<file path="src/hdl/sem_pkg.sv">
// Shared constants and types for the RGB Sobel edge magnitude block.
`default_nettype none
package sem_pkg;
	localparam int MAX_WIDTH = 1024;
	localparam logic [10:0] FW_RST = 11'd640;
	localparam logic [15:0] FH_RST = 16'd480;
	localparam logic CFG_FRAME_WIDTH = 1'b0;
	localparam logic CFG_FRAME_HEIGHT = 1'b1;
	localparam logic REQ_PIXEL = 1'b0;
	localparam logic REQ_DRAIN = 1'b1;
	localparam logic [7:0] MAG_MAX = 8'd255;
	typedef logic [8:0][7:0] sem_nbr_t;
	typedef logic [8:0][23:0] sem_win_t;
endpackage
`default_nettype wire

</file>
<file path="src/hdl/sem_mag.sv">
// One channel: Sobel gradients, sum of squares, bit-serial integer square root.
`default_nettype none
module sem_mag (
	input wire logic clk,
	input wire logic arst_n,
	input wire logic start,
	input wire sem_pkg::sem_nbr_t nbr,
	output logic done,
	output logic [7:0] mag
);
	logic [3:0] ph_q;
	logic signed [11:0] gx_q, gy_q;
	logic [20:0] sq_q;
	logic [7:0] r_q;
	logic [9:0] pos_x, neg_x, pos_y, neg_y;
	logic [7:0] t;
	logic [15:0] tt;
	logic [2:0] bidx;
	logic signed [23:0] px2, py2;

	assign pos_x = 10'(nbr[2]) + {1'b0, nbr[5], 1'b0} + 10'(nbr[8]);
	assign neg_x = 10'(nbr[0]) + {1'b0, nbr[3], 1'b0} + 10'(nbr[6]);
	assign pos_y = 10'(nbr[6]) + {1'b0, nbr[7], 1'b0} + 10'(nbr[8]);
	assign neg_y = 10'(nbr[0]) + {1'b0, nbr[1], 1'b0} + 10'(nbr[2]);
	assign px2 = gx_q * gx_q;
	assign py2 = gy_q * gy_q;
	assign bidx = 3'(4'd9 - ph_q);
	assign t = r_q | (8'd1 << bidx);
	assign tt = t * t;
	assign mag = (sq_q[20:16] != 5'd0) ? sem_pkg::MAG_MAX : r_q;

	always_ff @(posedge clk or negedge arst_n) begin
		if (!arst_n) begin
			ph_q <= 4'd0;
			done <= 1'b0;
		end else begin
			done <= 1'b0;
			if (start) begin
				ph_q <= 4'd1;
			end else if (ph_q == 4'd9) begin
				ph_q <= 4'd0;
				done <= 1'b1;
			end else if (ph_q != 4'd0) begin
				ph_q <= ph_q + 4'd1;
			end
		end
	end

	always_ff @(posedge clk) begin
		if (start) begin
			gx_q <= $signed({2'b00, pos_x}) - $signed({2'b00, neg_x});
			gy_q <= $signed({2'b00, pos_y}) - $signed({2'b00, neg_y});
		end else if (ph_q == 4'd1) begin
			sq_q <= 21'(px2) + 21'(py2);
			r_q <= 8'd0;
		end else if (ph_q >= 4'd2) begin
			if (tt <= sq_q[15:0]) begin
				r_q <= t;
			end
		end
	end
endmodule
`default_nettype wire

</file>
<file path="config.mk">
export PLATFORM = sky130hd
export DESIGN_NAME = sem_mag
export DESIGN_NICKNAME = d
export VERILOG_FILES = /design/src/hdl/sem_pkg.sv /design/src/hdl/sem_mag.sv
export SDC_FILE = /design/constraint.sdc
export NUM_CORES = 1
export LEC_CHECK = 0
export BUFFER_PORTS_ARGS = -buffer_cell sky130_fd_sc_hd__buf_2
export CAP_MARGIN = 20
export CORE_MARGIN = 4
export CORE_UTILIZATION = 40
export CTS_CLUSTER_DIAMETER = 40
export CTS_CLUSTER_SIZE = 30
export DETAILED_ROUTE_END_ITERATION = 7
export PLACE_DENSITY_LB_ADDON = 0.3
export SYNTH_ARGS = -nofsm -noshare
export SYNTH_HDL_FRONTEND = slang
export SYNTH_SLANG_ARGS = --single-unit
</file>
<file path="constraint.sdc">
create_clock -name clk -period 20.9 [get_ports clk]
set_input_delay 2.09 -clock clk [delete_from_list [all_inputs] [get_ports clk]]
set_output_delay 2.09 -clock clk [all_outputs]
set_load 0.1 [all_outputs]
</file>
==> Yosys cells after proc, flatten, opt, wreduce, memory -nomap -nowiden <==
Index checks and enable logic that the tools add are counted.
{ "op_classes": {"eq_ne": 2, "order_cmp": 2, "n_mul": 3, "muxes": 8, "bitwise_logic": 2, "n_addsub": 13, "reduce_logical": 7, "shift": 1} }
{ "ops": {"columns": ["operator", "count"], "rows": [
  ["multiplier 11 x 11 -> 21 bit", 2],
  ["adder 10 x 8 -> 10 bit", 4],
  ["adder 8 x 9 -> 10 bit", 4],
  ["2-to-1 mux 8 bit", 3],
  ["subtractor 10 x 10 -> 11 bit", 2],
  ["adder 21 bit", 1],
  ["<= comparator 16 bit", 1],
  ["multiplier 8 x 8 -> 16 bit", 1],
  ["2-to-1 mux 4 bit", 3],
  ["OR 8 bit", 1],
  ["<< shifter 1 x 3 -> 8 bit, first input constant", 1],
  ["nonzero test 5 bit", 1],
  ["adder 4 x 1 -> 4 bit, second input constant", 1],
  ["equality test 4 x 1 -> 1 bit, second input constant", 1],
  ["equality test 4 bit, second input constant", 1],
  [">= comparator 4 x 2 -> 1 bit, second input constant", 1],
  ["nonzero test 2 bit", 2],
  ["nonzero test 4 bit", 1],
  ["AND reduction 3 bit", 1],
  ["nonzero test 3 bit", 1],
  ["subtractor 1 x 3 -> 3 bit, first input constant", 1],
  ["2-to-1 mux 1 bit", 2],
  ["AND reduction 2 bit", 1],
  ["inverter 1 bit", 1]
]} }
{ "totals": {"input_bits": 75, "reg_bits": 56, "word_cells": 44} }

==> Longest topological paths before layout <==
Gate-level depths: netlist of the first run.
{ "depth": {"word_depth": 7, "mapped_depth": 27, "ltp_nobuf": 26} }

==> Worst setup path after synthesis of the first run <==
No wires, ideal clock.
{ "synth_path": {"path_type": "flip-flop to flip-flop", "startpoint": "reg ph_q[1]", "endpoint": "reg r_q[0], enable pin", "required_time_ns": 20.525, "slack_ns": 14.362, "stages_incl_launch_ff": 26, "arrival_time_ns": 6.163, "setup_ns": 0.375, "n_path_buf": 0, "cell_sequence": "dfrtp_1 > ha_1 > nor3_1 > nor2_1 > inv_1 > nand2_1 > inv_1 > fa_1 > fa_1 > inv_1 > fa_1 > fa_1 > inv_1 > ha_1 > o21a_1 > o21ai_2 > a31oi_4 > nor4b_4 > o31ai_2 > a21oi_2 > xnor2_1 > ha_1 > a22o_1 > nor4_1 > o21ai_1 > a221oi_2"} }
{ "synth_between": {"elab_chain_len": 7} }
{ "synth_lines": {"columns": ["element", "line_no", "rtl"], "rows": [
  ["from (decl)", "sem_mag.sv:11", "logic [3:0] ph_q;"],
  ["from (signal assigned)", "sem_mag.sv:44", "ph_q <= ph_q + 4'd1;"],
  ["subtractor 1 x 3 -> 3 bit", "sem_mag.sv:27", "assign bidx = 3'(4'd9 - ph_q);"],
  ["<< shifter 1 x 3 -> 8 bit", "sem_mag.sv:28", "assign t = r_q | (8'd1 << bidx);"],
  ["OR 8 bit", "sem_mag.sv:28", null],
  ["net t[5]", "sem_mag.sv:16", "logic [7:0] t;"],
  ["multiplier 8 x 8 -> 16 bit", "sem_mag.sv:29", "assign tt = t * t;"],
  ["<= comparator 16 bit", "sem_mag.sv:57", "if (tt <= sq_q[15:0]) begin"],
  ["nonzero test 2 bit (no line)", null, null],
  ["AND reduction 3 bit (no line)", null, null],
  ["to (signal assigned)", "sem_mag.sv:58", "r_q <= t;"],
  ["to (decl)", "sem_mag.sv:14", "logic [7:0] r_q;"]
]} }
The timed path passes the listed nets, and every way through them passes these cells.
A chain may end at the register's enable or synchronous reset.

==> Final worst setup path of the first run <==
{ "layout_path": {"startpoint": "reg ph_q[1]", "endpoint": "reg r_q[6], enable pin"} }
The elaborated chain is that of the path after synthesis.

==> results of run 1 <==
-- cell usage after synthesis, types with 2 or more instances --
library cell,instances,area (um^2)
inv_1,424,1590
fa_1,314,6290
ha_1,146,1830
nand2_1,79,297
nor2_1,56,210
and2_1,52,325
edfxtp_1,51,1530
xnor2_1,47,412
a21oi_1,39,195
clkbuf_1,27,101
nor2b_1,23,144
xor2_1,20,175
o21ai_0,17,85.1
a21o_1,15,113
nand2b_1,11,68.8
or3_1,9,56.3
o21bai_1,8,60.1
a21oi_2,6,52.6
nor3_1,6,30.0
o21a_1,6,45.0
or2_2,6,37.5
a31oi_1,5,31.3
dfrtp_1,5,125
nand3_1,4,20.0
and3_1,3,18.8
nand4_1,3,18.8
o21ai_1,3,15.0
a211oi_1,2,15.0
a31oi_4,2,42.5
mux2_2,2,22.5
nor3b_1,2,15.0
nor4_1,2,12.5
o21ai_2,2,17.5
-- cells by family (layout without fill, tap and decap cells) --
group	Yosys count	after routing	synth area share, %
buffers and inverters	452	509	12.0
adders and majority gates	460	460	57.2
AOI/OAI and AO/OA	113	113	5.40
DFF	56	56	11.7
muxes	2	2	0.159
xor gates and xnor gates	67	67	4.14
and+or+nand+nor	264	264	9.45
-- layout make-up --
type | count | share of cell area (%)
clock buffers | 5 | 0.824
clock inverters | 3 | 0.181
inverters | 424 | 10.5
multi-input cells | 906 | 71.3
flip-flops and latches | 56 | 10.9
well taps | 455 | 3.75
repair buffers | 77 | 2.57
-- critical path: stages (launching register included) --
cell and delay (ns):
dfrtp_1 0.49, ha_1 0.46, nor3_1 0.10, nor2_1 0.51, inv_1 0.26, nand2_1 0.17, inv_1 0.06, fa_1 0.46
fa_1 0.56, inv_1 0.06, fa_1 0.50, fa_1 0.55, inv_1 0.04, ha_1 0.29, o21a_1 0.22, o21ai_2 0.09
a31oi_4 0.20, nor4b_4 0.08, o31ai_2 0.25, a21oi_2 0.10, xnor2_1 0.13, ha_1 0.33, a22o_1 0.25, nor4_1 0.17
o21ai_1 0.14, a221oi_2 0.65
-- stage by stage --
step                util, %  setup slack, ns  instances  area, um^2
floorplan                 -            14.36       1414       14200
global placement       43.2            13.52       1918       15000
detailed placement     43.2            13.44       1918       15000
CTS                    43.6            13.40       1926       15200
global route           43.6            12.94       1926       15200
finish                 43.6            13.41       1926       15200
-- routing by layer --
| layer | vias to the layer above | track usage [%] | part of all wire, % |
|---|---|---|---|
| li1 | 4293 | - | - |
| met1 | 4412 | 19.1 | 43 |
| met2 | 162 | 25.6 | 51 |
| met3 | 19 | 1.67 | 5.1 |
| met4 | 0 | 2.40 | 0.96 |
| met5 | - | 0 | 0 |
-- state kept, by name, indices dropped and copies added, names as in the netlist --
| name | flops |
|---|---|
| gx_q | 11 |
| ph_q | 4 |
| done | 1 |
| r_q | 8 |
| gy_q | 11 |
| sq_q | 21 |
-- layout by cell type (no fill, tap or decap), types with 8 or more instances in the layout --
| master | synthesis | routed |
|---|---|---|
| nand2b_1 | 11 | 11 |
| buf_2 | 1 | 75 |
| nand2_1 | 79 | 79 |
| fa_1 | 314 | 314 |
| o21bai_1 | 8 | 8 |
| edfxtp_1 | 51 | 51 |
| nor2_1 | 56 | 56 |
| a21oi_1 | 39 | 39 |
| xor2_1 | 20 | 20 |
| or3_1 | 9 | 9 |
| inv_1 | 424 | 424 |
| a21o_1 | 15 | 15 |
| nor2b_1 | 23 | 23 |
| ha_1 | 146 | 146 |
| xnor2_1 | 47 | 47 |
| and2_1 | 52 | 52 |
| o21ai_0 | 17 | 17 |
-- path summary, 6_finish.rpt --
kind,endpoint,depth (start not counted)
max in group asynchronous,ph_q[2]$_DFFE_PN0P_,1
hold reg to reg,done$_DFF_PN0_,2
setup / recovery,r_q[6]$_SDFFCE_PN0P_,25
hold / removal,done$_DFF_PN0_,2
setup reg to reg,r_q[6]$_SDFFCE_PN0P_,25
min in group asynchronous,ph_q[0]$_DFFE_PN0P_,1
==> impl_metrics.toml, run 1 <==
[setup_path]
crit_type = "flip-flop to flip-flop"
setup.worst_path.end_class = "flip-flop"
worstPathRequired_ns = 20.85
critPathMaxFanout = 10
arrival_ns = 7.44
r2r_setup_slack_ns = 13.41
start_kind = "flip-flop"
crit_path_start = "ph_q[1]$_DFFE_PN0P_"
timing.rr.start = "ph_q[1]$_DFFE_PN0P_"

[drt]
antenna_left = 0
vias = 8886
drt_iter0_markers = 223
first_pass_iters = 4
wl_per_cell_um = 13.4
drt-total-wl_um = 25700
drc = 0
viasPerCell = 4.61

[floorplan]
rows = 68
dieWidth_um = 196
die_h_um = 196
ios = 84
start_util_pct = 40.8
fp.dieArea_um2 = 38500
core_um2 = 34800

[timing]
hold_viol_final = 0
clock.fmax_mhz = 133
rsz0062_at_grt = "false"
holdWs_ns = 0.589
worst_pin_slew_ns = 0.941
period_share_pct = 35.8
fin_setup_tns_ns = 0
clock_skew_ns = 0.0189
drv_slew = 0
setup-violations-final = 0
fin_crit_ns = 7.49
relSlewSlack_pct = 37.3

[outcome]
status = "finished, final reports clean"

[logic_synthesis]
synth_nets = 1949
ys_seq_area_share_pct = 11.7
async_flop_share_pct = 8.93
syn_area_um2 = 14200
synth_cell_types = 50
synth_flop_cell = "edfxtp_1"
synth.avg_cell_area_um2 = 10.0
syn_inst = 1414
yosys_warnings = 0
synth_edf_count = 51
synth-seq-cells = 56

[cells_and_area]
final_layout_size_suffix_gt1_share_pct = 7.55
ff_latch_area_um2 = 1660
fillCellCount = 3381
multi_input_comb_area_um2 = 10800
num-nets-final = 2005
antenna_cells = 0
syn_to_final_growth_pct = 7.09

[global_routing]
grt_pass1_wl_um = 46100
grt_max_degree = 30
grt_usage_pct = 14.3
antenna_found_initial = 0
gr-total-overflow = 0
first_global_vias = 10000

[placement]
gp_congestion = 0.810
place.port_buffers = 75
dp_hpwl_um = 23300

[clock_tree]
cts_buffers = 5
cts_max_path_buffers = 2
postCtsSetupBuffers = 0
cts_hold_buf = 0
h-tree-depth = 2
clkLatencyLatePin_ns = 0.32
path_clk_slew_ns = 0.08
cts-resized-gates = 0
cts_num_sinks = 56
tritoncts = "done"
cts_root_buf = "clkbuf_16"

[run]
cap_violations = 0

[min_path]
hp-class = "flip-flop to flip-flop"
worstHoldStart = "ph_q[3]$_DFFE_PN0P_"
Power of run 1 is not shown: default switching activity piles up to over one toggle a cycle in this logic, so the estimate is an artifact.
==> run 2: changes to the inputs <==
- clock period: 20.9 -> 7.5 ns (I/O delays scaled with it)
==> run 2 against run 1 <==
  * First-iteration DRC count grew 15%
  * Global-route usage grew 0.19 points
  * Critical endpoint unchanged
  * Setup slack lost 13 ns
==> impl_metrics.toml, run 2 (synthesis results as in run 1) <==
[setup_path]
timing.rr.start = "ph_q[1]$_DFFE_PN0P_"
start_kind = "flip-flop"
r2r_cells = 25
arrival_ns = 6.95
crit_type = "flip-flop to flip-flop"
crit-reg2reg-capture = "r_q[6]$_SDFFCE_PN0P_"
r2r_setup_slack_ns = 0.56
setup.worst_path.end_class = "flip-flop"
critPathMaxFanout = 10
worstPathRequired_ns = 7.52

[timing]
rsz0062_at_grt = "false"
drv_slew = 0
period_share_pct = 92.5
clock.fmax_mhz = 144
fin_crit_ns = 6.94
worst_pin_slew_ns = 0.681
setup-violations-final = 0
fin_ws_ns = 0.564
relSlewSlack_pct = 54.6
clock_skew_ns = 0.0156
hold_viol_final = 0
fin_setup_tns_ns = 0

[drt]
vias = 8827
drt_iter0_markers = 257
antenna_left = 0
first_pass_iters = 4
viasPerCell = 4.56
drc = 0
drt-total-wl_um = 25700
wl_per_cell_um = 13.3

[global_routing]
grt_use_met3_pct = 2.08
grt-busiest-layer = "met2"
gr-total-overflow = 0
grt_pass1_wl_um = 46600
grt_usage_pct = 14.5
first_global_vias = 10100
antenna_found_initial = 0
gr-usage-met2_pct = 25.6
gr-usage-met1_pct = 19.2
grt_max_degree = 30

[placement]
place_area_um2 = 15100
dp_hpwl_um = 23300
place.port_buffers = 75
pre_cts_ws_ns = 0.422
gp_congestion = 0.823

[clock_tree]
cts_max_path_buffers = 2
path_clk_slew_ns = 0.08
cts_buffers = 5
cts_num_sinks = 56
cts_hold_buf = 0
clkLatencyLatePin_ns = 0.31
h-tree-depth = 2
tritoncts = "done"
cts_root_buf = "clkbuf_16"
postCtsSetupBuffers = 0

[outcome]
status = "finished, final reports clean"

[cells_and_area]
fillCellCount = 3346
antenna_cells = 0
largest_register_ffs = 21
design_area_um2 = 15300
top_register = "sq_q"
final_common_cell = "inv_1"
num-nets-final = 2014
syn_to_final_growth_pct = 7.59
final_layout_size_suffix_gt1_share_pct = 8.18
mostFrequentLayoutCells = "inv_1 (424), fa_1 (314), ha_1 (146)"
reg.largest.list = "sq_q: 21 flops, gx_q: 11 flops, gy_q: 11 flops"

[floorplan]
ios = 84
fp.dieArea_um2 = 38500
core_um2 = 34800
start_util_pct = 40.8
dieWidth_um = 196
die_h_um = 196
rows = 68

[run]
cap_violations = 0

[min_path]
hp-class = "input port to asynchronous set/reset pin"
run 2: changes by cell type in the layout (fill, tap and decap cells not counted), sizes merged:
cell | before | now
buf | 77 | 86
run 2: worst max path at each step:
stage                                end  cells past startpoint  slack (ns)                 from
CTS                 r_q[4]$_SDFFCE_PN0P_                     26        0.39  ph_q[1]$_DFFE_PN0P_
detailed placement  r_q[4]$_SDFFCE_PN0P_                     26        0.42  ph_q[1]$_DFFE_PN0P_
finish              r_q[6]$_SDFFCE_PN0P_                     25        0.56  ph_q[1]$_DFFE_PN0P_
global route        r_q[6]$_SDFFCE_PN0P_                     26        0.19  ph_q[1]$_DFFE_PN0P_
global placement    r_q[4]$_SDFFCE_PN0P_                     26        0.54  ph_q[1]$_DFFE_PN0P_
floorplan           r_q[0]$_SDFFCE_PN0P_                     25        0.96  ph_q[1]$_DFFE_PN0P_
run 2: per-stage QoR:
stage | hold slack (ns) | cells | util [%]
floorplan | 0.454 | 1414 | -
global placement | 0.577 | 1927 | 43.4
detailed placement | 0.578 | 1927 | 43.4
CTS | 0.238 | 1935 | 43.8
global route | 0.240 | 1935 | 43.8
finish | 0.246 | 1935 | 43.8
run 2: worst max-delay path: stages (launching register included):
cell	delay, ns
dfrtp_1	0.48
ha_1	0.45
nor2_1	0.10
nor2_1	0.48
or2_2	0.25
inv_1	0.06
fa_1	0.48
fa_1	0.54
inv_1	0.06
fa_1	0.50
fa_1	0.56
inv_1	0.05
ha_1	0.30
o21a_1	0.16
o21ai_2	0.17
a31oi_4	0.06
nor4b_4	0.29
o31ai_2	0.10
a21oi_2	0.15
xnor2_1	0.14
ha_1	0.28
a22o_1	0.23
nor4_1	0.15
o21ai_1	0.13
a221oi_2	0.25
buf_4	0.21
run 2: layout make-up:
cell class                 instances  area [um^2]  area share, %
clock buffer                       5          125          0.820
clock inverter                     3         27.5          0.180
inverter                         424         1590           10.4
multi-input combinational        906        10800           71.0
sequential                        56         1660           10.9
tap                              455          569           3.73
timing repair buffer              86          458           3.00
run 2: what timing repair did:
item,in CTS,in global routing
resized for setup,0,1
endpoints found under the setup margin,0,8
hold endpoints to repair,0,0
run 2: routing by layer:
layer,vias up,part of all wire [%]
li1,4314,-
met1,4362,45
met2,124,49
met3,27,3.7
met4,0,1.7
met5,-,0
Power of run 2 is left out for the same reason.
